--- src/rtl/tcp_segment_send_decision_defines.svh ---
// Assertion macros shared by the send decision RTL.
`ifndef TCP_SEGMENT_SEND_DECISION_DEFINES_SVH
`define TCP_SEGMENT_SEND_DECISION_DEFINES_SVH

// Antecedent holds, consequent holds in the same cycle.
`define TSSD_ASSERT_SAME(label, clk, rst, ante, cons) \
   label: assert property (@(posedge clk) disable iff (rst) (ante) |-> (cons)) \
      else $error("tcp send decision check failed");

// Antecedent holds, consequent holds in the next cycle.
`define TSSD_ASSERT_NEXT(label, clk, rst, ante, cons) \
   label: assert property (@(posedge clk) disable iff (rst) (ante) |=> (cons)) \
      else $error("tcp send decision check failed");

`endif

--- src/rtl/tcpssd_pkg.sv ---
// Types and constants of the TCP segment send decision block.
package tcpssd_pkg;

   localparam logic [3:0] CONN_LISTEN    = 4'd1;
   localparam logic [3:0] CONN_SYN_SENT  = 4'd2;
   localparam logic [3:0] CONN_FINWAIT1  = 4'd5;
   localparam logic [3:0] CONN_TIME_WAIT = 4'd10;

   localparam int FLAG_FORCE  = 0;
   localparam int FLAG_SYNACK = 1;
   localparam int FLAG_FINQ   = 2;

   localparam logic [2:0] CSR_INITIAL_SEQ    = 3'd0;
   localparam logic [2:0] CSR_MAX_SEG_SIZE   = 3'd1;
   localparam logic [2:0] CSR_ALLOW_SYN_DATA = 3'd2;
   localparam logic [2:0] CSR_MIN_TIMEOUT    = 3'd3;

   localparam logic [15:0] MSS_RESET     = 16'd536;
   localparam logic [15:0] MIN_TO_RESET  = 16'd500;
   localparam logic [15:0] BACKOFF_ONE   = 16'd256;

   typedef enum logic [1:0] {
      ST_IDLE,
      ST_TIMER,
      ST_SEG
   } tcpssd_state_type;

   // Per-request context seen by the segment unit.
   typedef struct packed {
      logic [31:0] una;
      logic [15:0] wnd;
      logic [19:0] cwnd;
      logic [15:0] cnt;
      logic [15:0] qlen;
      logic [3:0]  st;
      logic        synack;
      logic [31:0] iss;
      logic [15:0] mss;
      logic        allow_syn;
   } tcpssd_ctx_type;

   typedef struct packed {
      logic [31:0] seq;
      logic [15:0] dlen;
      logic [3:0]  flags;
      logic [31:0] ptr_after;
      logic [31:0] high_after;
      logic [15:0] resent;
      logic        timer_set;
   } tcpssd_seg_type;

endpackage

--- src/rtl/tcpssd_seg.sv ---
// Segment unit: sizes and flags one segment from the current send pointers.
module tcpssd_seg
   import tcpssd_pkg::*;
(
   input  tcpssd_ctx_type ctx,
   input  logic [31:0]    ptr,
   input  logic [31:0]    nxt,
   input  logic           force_one,
   output tcpssd_seg_type seg,
   output logic           brk
);

   logic [31:0] sent, off, gap, ptr_new;
   logic [19:0] win, usable;
   logic [15:0] avail, m1, m2, s2, s3, d1, d2, got, qrem;
   logic        at_iss, syn, fin, psh, ack, behind;

   function automatic logic ptr_before(input logic [31:0] a, input logic [31:0] b);
      logic [31:0] d;
      d = a - b;
      return d[31];
   endfunction

   always_comb begin
      sent = ptr - ctx.una;
      win = ({4'b0, ctx.wnd} < ctx.cwnd) ? {4'b0, ctx.wnd} : ctx.cwnd;
      if ({12'b0, win} > sent) begin
         usable = win - sent[19:0];
      end else if (win == 20'd0 && sent == 32'd0) begin
         usable = 20'd1;
      end else begin
         usable = 20'd0;
      end
      avail = (sent <= {16'b0, ctx.cnt}) ? ctx.cnt - sent[15:0] : 16'd0;
      m1 = ({4'b0, avail} < usable) ? avail : usable[15:0];
      m2 = (m1 < ctx.mss) ? m1 : ctx.mss;

      // Nagle: hold back a short segment while data is in flight.
      if (!force_one && sent != 32'd0 && m2 < ctx.mss &&
          !(ctx.st == CONN_FINWAIT1 && m2 == avail)) begin
         s2 = 16'd0;
      end else begin
         s2 = m2;
      end

      at_iss = (ptr == ctx.iss);
      if (!ctx.synack && !ctx.allow_syn) begin
         s3 = (at_iss && s2 != 16'd0) ? 16'd1 : 16'd0;
      end else begin
         s3 = s2;
      end
      brk = (s3 == 16'd0) && !force_one;

      syn = !ctx.synack && at_iss;
      d1 = (syn && s3 != 16'd0) ? s3 - 16'd1 : s3;
      off = (!ctx.synack && sent != 32'd0) ? sent - 32'd1 : sent;
      qrem = ctx.qlen - off[15:0];
      if (off < {16'b0, ctx.qlen}) begin
         got = (qrem < d1) ? qrem : d1;
      end else begin
         got = 16'd0;
      end
      fin = (d1 != 16'd0) && (got != d1);
      d2 = fin ? d1 - 16'd1 : d1;
      psh = (d2 != 16'd0) && (({1'b0, sent} + {17'b0, s3}) == {17'b0, ctx.cnt});
      ack = (ctx.st != CONN_SYN_SENT);

      behind = ptr_before(ptr, nxt);
      gap = nxt - ptr;
      ptr_new = ptr + {16'b0, s3};

      seg.seq = ptr;
      seg.dlen = d2;
      seg.flags = {ack, psh, fin, syn};
      seg.ptr_after = ptr_new;
      seg.high_after = ptr_before(nxt, ptr_new) ? ptr_new : nxt;
      if (behind) begin
         seg.resent = (gap < {16'b0, s3}) ? gap[15:0] : s3;
      end else begin
         seg.resent = 16'd0;
      end
      seg.timer_set = (s3 != 16'd0);
   end

endmodule

--- src/rtl/tcpssd_rto.sv ---
// Retransmit timeout unit: iterative 1.25x backoff, then one multiply.
module tcpssd_rto
   import tcpssd_pkg::*;
(
   input  logic        clock,
   input  logic        reset,
   input  logic        start,
   input  logic [4:0]  backoff,
   input  logic [23:0] srtt,
   input  logic [23:0] mdev,
   input  logic [15:0] min_to,
   output logic        done,
   output logic [31:0] rto_ms
);

   logic        run_ff, run_in, done_ff, done_in;
   logic [4:0]  n_ff, n_in;
   logic [15:0] b_ff, b_in;
   logic [26:0] sum_ff, sum_in;
   logic [42:0] prod_ff, prod_in;
   logic [18:0] b5;
   logic [34:0] scaled;
   logic [31:0] sat;

   always_comb begin
      run_in = run_ff;
      done_in = 1'b0;
      n_in = n_ff;
      b_in = b_ff;
      sum_in = sum_ff;
      prod_in = prod_ff;
      b5 = {1'b0, b_ff, 2'b0} + {3'b0, b_ff};
      if (start) begin
         run_in = 1'b1;
         n_in = backoff;
         b_in = BACKOFF_ONE;
         sum_in = {1'b0, mdev, 2'b0} + {3'b0, srtt};
      end else if (run_ff) begin
         if (n_ff != 5'd0) begin
            b_in = (b5[18:2] > 17'h0FFFF) ? 16'hFFFF : b5[17:2];
            n_in = n_ff - 5'd1;
         end else begin
            prod_in = {27'b0, b_ff} * {16'b0, sum_ff};
            run_in = 1'b0;
            done_in = 1'b1;
         end
      end
      scaled = prod_ff[42:8];
      sat = (scaled[34:32] != 3'd0) ? 32'hFFFF_FFFF : scaled[31:0];
      rto_ms = (sat < {16'b0, min_to}) ? {16'b0, min_to} : sat;
      done = done_ff;
   end

   always_ff @(posedge clock) begin
      if (reset) begin
         run_ff <= 1'b0;
         done_ff <= 1'b0;
      end else begin
         run_ff <= run_in;
         done_ff <= done_in;
      end
      n_ff <= n_in;
      b_ff <= b_in;
      sum_ff <= sum_in;
      prod_ff <= prod_in;
   end

endmodule

--- src/rtl/tcp_segment_send_decision.sv ---
// Top level of the TCP segment send decision block.
// A request is taken when start is high and busy is low. The block first
// works out the retransmit timeout, then sizes one segment per cycle in a
// shared segment unit. Each segment is shown for one cycle with rsp_strobe;
// the receiver cannot stall, so results leave as soon as they are known. A
// segment is delivered in the cycle after the next one is sized, so last_seg
// is known when it is shown. Closed, listen and unknown states produce no
// segments and leave the block ready at once.
// Configuration writes are always taken and should be made while idle.
module tcp_segment_send_decision
   import tcpssd_pkg::*;
#(
   parameter int MAX_SEGMENTS = 16
) (
   input  logic        clock,
   input  logic        reset,
   input  logic        start,
   output logic        busy,
   input  logic [31:0] req_unacked_seq,
   input  logic [31:0] req_next_send_seq,
   input  logic [31:0] req_highest_sent_seq,
   input  logic [15:0] req_offered_window,
   input  logic [19:0] req_congestion_window,
   input  logic [15:0] req_queued_count,
   input  logic [3:0]  req_conn_state,
   input  logic [2:0]  req_flag_bits,
   input  logic [4:0]  req_backoff_count,
   input  logic [23:0] req_smoothed_rtt,
   input  logic [23:0] req_rtt_deviation,
   output logic        rsp_strobe,
   output logic [31:0] rsp_seg_seq,
   output logic [15:0] rsp_data_len,
   output logic [3:0]  rsp_seg_flags,
   output logic [31:0] rsp_ptr_after,
   output logic [31:0] rsp_high_after,
   output logic [15:0] rsp_resent_add,
   output logic [31:0] rsp_timeout_ms,
   output logic        rsp_timer_set,
   output logic        rsp_last_seg,
   input  logic        csr_valid,
   output logic        csr_ready,
   input  logic [2:0]  csr_index,
   input  logic [31:0] csr_wdata
);

   localparam int CNT_W = $clog2(MAX_SEGMENTS + 1);

   tcpssd_state_type state_ff, state_in;
   logic [31:0] iss_ff, iss_in;
   logic [15:0] mss_ff, mss_in;
   logic        allow_ff, allow_in;
   logic [15:0] minto_ff, minto_in;

   tcpssd_ctx_type ctx_ff, ctx_in;
   logic [31:0] ptr_ff, ptr_in, nxt_ff, nxt_in;
   logic        force_ff, force_in;
   logic [CNT_W-1:0] count_ff, count_in;
   logic        pend_ff, pend_in;
   tcpssd_seg_type held_ff, held_in, seg;
   logic        brk;

   logic        strobe_ff, strobe_in, last_ff, last_in;
   tcpssd_seg_type out_ff, out_in;
   logic [31:0] tmo_ff, tmo_in;

   logic        accept, st_valid, rto_done;
   logic [15:0] q0, q1;
   logic [31:0] rto_ms;
   tcpssd_ctx_type ctx_use;

   assign accept = start && !busy;
   assign busy = (state_ff != ST_IDLE);
   assign csr_ready = 1'b1;
   assign st_valid = (req_conn_state > CONN_LISTEN) && (req_conn_state <= CONN_TIME_WAIT);

   always_comb begin
      ctx_use = ctx_ff;
      ctx_use.iss = iss_ff;
      ctx_use.mss = mss_ff;
      ctx_use.allow_syn = allow_ff;
   end

   tcpssd_seg u_seg (
      .ctx       (ctx_use),
      .ptr       (ptr_ff),
      .nxt       (nxt_ff),
      .force_one (force_ff),
      .seg       (seg),
      .brk       (brk)
   );

   tcpssd_rto u_rto (
      .clock   (clock),
      .reset   (reset),
      .start   (accept && st_valid),
      .backoff (req_backoff_count),
      .srtt    (req_smoothed_rtt),
      .mdev    (req_rtt_deviation),
      .min_to  (minto_ff),
      .done    (rto_done),
      .rto_ms  (rto_ms)
   );

   // Configuration registers.
   always_comb begin
      iss_in = iss_ff;
      mss_in = mss_ff;
      allow_in = allow_ff;
      minto_in = minto_ff;
      if (csr_valid) begin
         unique case (csr_index)
            CSR_INITIAL_SEQ:    iss_in = csr_wdata;
            CSR_MAX_SEG_SIZE:   mss_in = csr_wdata[15:0];
            CSR_ALLOW_SYN_DATA: allow_in = csr_wdata[0];
            CSR_MIN_TIMEOUT:    minto_in = csr_wdata[15:0];
            default: ;
         endcase
      end
   end

   always_comb begin
      state_in = state_ff;
      ctx_in = ctx_ff;
      ptr_in = ptr_ff;
      nxt_in = nxt_ff;
      force_in = force_ff;
      count_in = count_ff;
      pend_in = pend_ff;
      held_in = held_ff;
      strobe_in = 1'b0;
      last_in = 1'b0;
      out_in = held_ff;
      tmo_in = held_ff.timer_set ? rto_ms : 32'd0;

      q0 = req_flag_bits[FLAG_SYNACK] ? req_queued_count :
           (req_queued_count != 16'd0 ? req_queued_count - 16'd1 : 16'd0);
      q1 = (req_flag_bits[FLAG_FINQ] && q0 != 16'd0) ? q0 - 16'd1 : q0;

      unique case (state_ff)
         ST_IDLE: begin
            if (accept && st_valid) begin
               ctx_in.una = req_unacked_seq;
               ctx_in.wnd = req_offered_window;
               ctx_in.cwnd = req_congestion_window;
               ctx_in.cnt = req_queued_count;
               ctx_in.qlen = q1;
               ctx_in.st = req_conn_state;
               ctx_in.synack = req_flag_bits[FLAG_SYNACK];
               ptr_in = req_next_send_seq;
               nxt_in = req_highest_sent_seq;
               force_in = req_flag_bits[FLAG_FORCE];
               count_in = '0;
               pend_in = 1'b0;
               state_in = ST_TIMER;
            end
         end
         ST_TIMER: begin
            if (rto_done) begin
               state_in = ST_SEG;
            end
         end
         ST_SEG: begin
            if (count_ff == CNT_W'(MAX_SEGMENTS) || brk) begin
               // The run ends: the held segment, if any, is the last one.
               strobe_in = pend_ff;
               last_in = 1'b1;
               pend_in = 1'b0;
               state_in = ST_IDLE;
            end else begin
               strobe_in = pend_ff;
               held_in = seg;
               pend_in = 1'b1;
               ptr_in = seg.ptr_after;
               nxt_in = seg.high_after;
               force_in = 1'b0;
               count_in = count_ff + CNT_W'(1);
            end
         end
         default: state_in = ST_IDLE;
      endcase
   end

   always_ff @(posedge clock) begin
      if (reset) begin
         state_ff <= ST_IDLE;
         iss_ff <= 32'd0;
         mss_ff <= MSS_RESET;
         allow_ff <= 1'b0;
         minto_ff <= MIN_TO_RESET;
         pend_ff <= 1'b0;
         count_ff <= '0;
         strobe_ff <= 1'b0;
      end else begin
         state_ff <= state_in;
         iss_ff <= iss_in;
         mss_ff <= mss_in;
         allow_ff <= allow_in;
         minto_ff <= minto_in;
         pend_ff <= pend_in;
         count_ff <= count_in;
         strobe_ff <= strobe_in;
      end
      ctx_ff <= ctx_in;
      ptr_ff <= ptr_in;
      nxt_ff <= nxt_in;
      force_ff <= force_in;
      held_ff <= held_in;
      last_ff <= last_in;
      out_ff <= out_in;
      tmo_ff <= tmo_in;
   end

   assign rsp_strobe = strobe_ff;
   assign rsp_seg_seq = out_ff.seq;
   assign rsp_data_len = out_ff.dlen;
   assign rsp_seg_flags = out_ff.flags;
   assign rsp_ptr_after = out_ff.ptr_after;
   assign rsp_high_after = out_ff.high_after;
   assign rsp_resent_add = out_ff.resent;
   assign rsp_timeout_ms = tmo_ff;
   assign rsp_timer_set = out_ff.timer_set;
   assign rsp_last_seg = last_ff;

`include "tcp_segment_send_decision_defines.svh"

   `TSSD_ASSERT_SAME(a_pend_in_seg, clock, reset, pend_ff, state_ff == ST_SEG)
   `TSSD_ASSERT_NEXT(a_last_ends_run, clock, reset, rsp_strobe && rsp_last_seg, !rsp_strobe)
   `TSSD_ASSERT_SAME(a_count_bound, clock, reset, state_ff == ST_SEG,
                     count_ff <= CNT_W'(MAX_SEGMENTS))
   `TSSD_ASSERT_NEXT(a_accept_busy, clock, reset, accept && st_valid, busy)

endmodule

--- config.mk ---
export PLATFORM = sky130hd
export DESIGN_NAME = tcp_segment_send_decision
export DESIGN_NICKNAME = d
export VERILOG_FILES = /design/src/rtl/tcpssd_pkg.sv /design/src/rtl/tcpssd_seg.sv /design/src/rtl/tcpssd_rto.sv /design/src/rtl/tcp_segment_send_decision.sv
export VERILOG_INCLUDE_DIRS = /design/src /design/src/rtl
export SDC_FILE = /design/constraint.sdc
export NUM_CORES = 2
export LEC_CHECK = 0
export BUFFER_PORTS_ARGS = -buffer_cell sky130_fd_sc_hd__buf_2
export CELL_PAD_IN_SITES_DETAIL_PLACEMENT = 1
export CELL_PAD_IN_SITES_GLOBAL_PLACEMENT = 1
export CORE_MARGIN = 2
export CORE_UTILIZATION = 52
export CTS_BUF_LIST = sky130_fd_sc_hd__clkbuf_16
export CTS_CLUSTER_SIZE = 14
export DETAILED_ROUTE_END_ITERATION = 10
export PLACE_DENSITY_LB_ADDON = 0.2
export SLEW_MARGIN = 20
export SYNTH_ARGS = -nofsm -noshare
export SYNTH_HDL_FRONTEND = slang
export SYNTH_SLANG_ARGS = --single-unit
--- constraint.sdc ---
create_clock -name clock -period 55 [get_ports clock]
set_input_delay 5.5 -clock clock [delete_from_list [all_inputs] [get_ports clock]]
set_output_delay 5.5 -clock clock [all_outputs]
set_load 0.01 [all_outputs]
==> impl_metrics.py <==
metrics = {
    "run_status": {
        "status": "complete, no violations",
    },
    "clock_network": {
        "cts_tree": "done",
        "clk_pin_slew_worst_paths_ns": 0.06,
        "postCtsHoldBufs": 0,
        "cts-resized-gates": 0,
        "cts_max_path_buffers": 3,
        "clock_sink_count": 628,
        "htree_num_levels": 3,
        "clock_latency_ns": 0.67,
        "cts-root-buf": "clkbuf_16",
        "cts_buffers": 73,
        "post_cts_buffers": 0,
    },
    "worst_setup_path": {
        "r2r_start": "ptr_ff[0]$_DFFE_PP_",
        "critical_path_arrival_ns": 23.31,
        "cp_common_cell": "a21oi_1",
        "slowest_delay_ns": 0.71,
        "critPathTopFamily": "compound AO/OA/AOI/OAI gates",
        "cpMaxStageDelayCell": "nor3_1",
        "cp-startpoint": "ptr_ff[0]$_DFFE_PP_",
        "path_class": "register to register",
        "crit_required_ns": 55.40,
        "startpoint_type": "register",
        "crit_buf_inv": 8,
        "crit_path_end_kind": "register",
        "crit_fanout": 30,
    },
    "synthesis": {
        "yosysSeqAreaShare": 0.313,
        "synth_area_leaders": "edfxtp_1, fa_1, ha_1",
        "syn_inst": 5557,
        "synth-main-ff-cell": "edfxtp_1",
        "synth-seq-cells": 628,
        "synth_edf_count": 370,
        "async_flop_share": 0,
        "ys_top_cells_by_count": "inv_1, nand2_1, ha_1",
        "yosys_warnings": 0,
        "synth_area_sq_um": 51900,
        "synth.distinct_cells": 114,
        "yosysTopAreaCellShare": 0.214,
        "synth.avg_cell_area_sq_um": 9.35,
        "synth.most_common_cell": "inv_1",
        "yosys.area.top_type": "edfxtp_1",
    },
    "die": {
        "die_w_um": 320,
        "fp.dieArea_sq_um": 102000,
        "io_pins": 416,
        "rows": 115,
        "start_util": 0.526,
        "dieHeight_um": 320,
        "core_sq_um": 98700,
    },
    "routing": {
        "drc": 0,
        "drtIter0Drc": 3363,
        "antenna_left": 0,
        "wl_per_cell_um": 25.4,
        "routed_via_density": 6.02,
        "num_vias": 43900,
        "wl_um": 185000,
        "drt_first_pass_iters": 6,
    },
    "power_and_ir_drop": {
        "pwr-share-comb": 0.706,
        "switchingPower_mw": 1.88,
        "intPower_mw": 2.14,
        "power_leakage_nw": 26.2,
        "p_sw_frac": 0.467,
        "pwr-share-clk": 0.122,
        "power_density_nw_per_um2": 69.5,
        "p_seq_frac": 0.172,
        "ir_drop_mv": 0.113,
    },
    "timing": {
        "finalHoldViolCount": 0,
        "hold_slack_ns": 0.339,
        "finalCriticalPeriod_ns": 22.91,
        "final-setup-viol-count": 0,
        "tightest_slew_ns": 1.10,
        "rsz0062_at_grt": "false",
        "slew_viol_final": 0,
        "fin_skew_ns": 0.0231,
        "fin_setup_tns_ns": 0,
        "fmax_mhz": 43.6,
        "post-route-period-util": 0.417,
        "slew_headroom": 0.262,
    },
    "global_route": {
        "grt_overflow_total": 0,
        "grt_antenna_before_repair": 8,
        "grt_usage": 0.356,
        "grt_max_degree": 73,
        "grt_pass1_wl_um": 278000,
        "grt_pass1_vias": 46500,
    },
    "place": {
        "place.gp.congestion": 0.983,
        "hpwl_um": 146000,
        "io_buffers": 414,
    },
    "cells_and_area": {
        "seqCellArea_sq_um": 16300,
        "final_util": 0.586,
        "nFillCells": 11300,
        "layout-drive-gt1-share": 0.119,
        "nets": 7036,
        "area_delta_synth_final_pct": 11.3,
        "multi_input_area_sq_um": 32300,
    },
    "worst_hold_path": {
        "hp-start": "held_ff[125]$_DFFE_PP_",
        "hp-class": "register to register",
    },
    "run": {
        "drv_cap": 0,
    },
}
worst register-to-register path: cells and delay by family (launching register included):
| family | cells | cell delay, ns |
|---|---|---|
| AO/OA/AOI/OAI | 56 | 10.89 |
| AND/OR/NAND/NOR | 19 | 4.14 |
| adder cells (fa/ha/maj) | 8 | 2.53 |
| buffers and inverters | 8 | 1.92 |
| XOR/XNOR | 3 | 1.43 |
| multiplexers | 3 | 1.27 |
| flip-flops | 1 | 0.50 |
layout make-up:
cell class	instances	share of cell area
repair buffers	471	0.0432
inverters	736	0.0479
clock buffers	75	0.0325
multi-input cells	4022	0.558
flip-flops and latches	628	0.282
clock inverters	60	0.00859
well taps	1287	0.0278
diodes	5	0.000216
metrics by stage:
step                      instance area (sq um)  total power, mW  setup WS [ns]  cells
final                                     57800             4.02          32.09   7284
after global routing                      57800             4.40          30.53   7283
after CTS                                 57800             4.04          32.58   7279
after detailed placement                  55400             3.52          32.91   7144
after global placement                    55400             3.34          33.95   7144
after floorplan                           51900             2.75          36.24   5560
power by group through the flow:
stage / Sequential (mW) / Clock, mW / Combinational [mW]
finish: 0.691 / 0.491 / 2.84
global route: 0.692 / 0.512 / 3.20
CTS: 0.690 / 0.497 / 2.85
detailed placement: 0.699 / 0 / 2.82
global placement: 0.699 / 0 / 2.65
floorplan: 0.684 / 0 / 2.07
placed cells by master, fill, tap and decap left out, types with 235 or more instances in the layout:
cell type and count:
a21oi_1 304, buf_2 414, dfxtp_1 257, edfxtp_1 370, fa_1 356, ha_1 501
inv_1 742, nand2_1 668, nor2_1 329, xnor2_1 235
flip-flops by register name (all words and copies together) (netlist names), 2 cells and up:
name / flops
iss_ff: 32
held_ff: 133
minto_ff: 16
rsp_seg_flags: 4
rsp_high_after: 32
rsp_ptr_after: 32
count_ff: 5
u_rto.prod_ff: 35
u_rto.sum_ff: 27
ctx_ff: 105
mss_ff: 16
ptr_ff: 32
u_rto.n_ff: 5
rsp_timeout_ms: 32
nxt_ff: 32
u_rto.b_ff: 16
rsp_data_len: 16
rsp_resent_add: 16
rsp_seg_seq: 32
state_ff: 2
kinds of logic (layout without fill, tap and decap cells):
family          Yosys count  count (layout)  synth area share
other cells               2              10          0.000145
simple gates           1736            1736             0.161
compound gates         1014            1014             0.127
fa+ha+maj               857             857             0.258
flops                   628             628             0.313
buf+inv                 910            1342            0.0668
xor+xnor                299             299            0.0504
mux                     111             111            0.0230
worst paths after layout:
kind,slack [ns],endpoint,depth (start not counted)
worst max-delay path,32.09,nxt_ff[0]$_DFFE_PP_,97
worst min-delay path,0.34,rsp_seg_seq[24]$_DFF_P_,0
worst max register to register,32.09,nxt_ff[0]$_DFFE_PP_,97
worst min register to register,0.34,rsp_seg_seq[24]$_DFF_P_,0
routing by layer:
layer,part of all wire,vias up,track usage,wire length (um)
met5,0.000070,-,0,13
met4,0.049,2,0.164,9080
met3,0.061,468,0.0493,11200
met2,0.49,1691,0.618,90700
met1,0.40,22200,0.439,73600
li1,-,19600,-,-
Note: power is estimated with default switching activity, not from simulation.
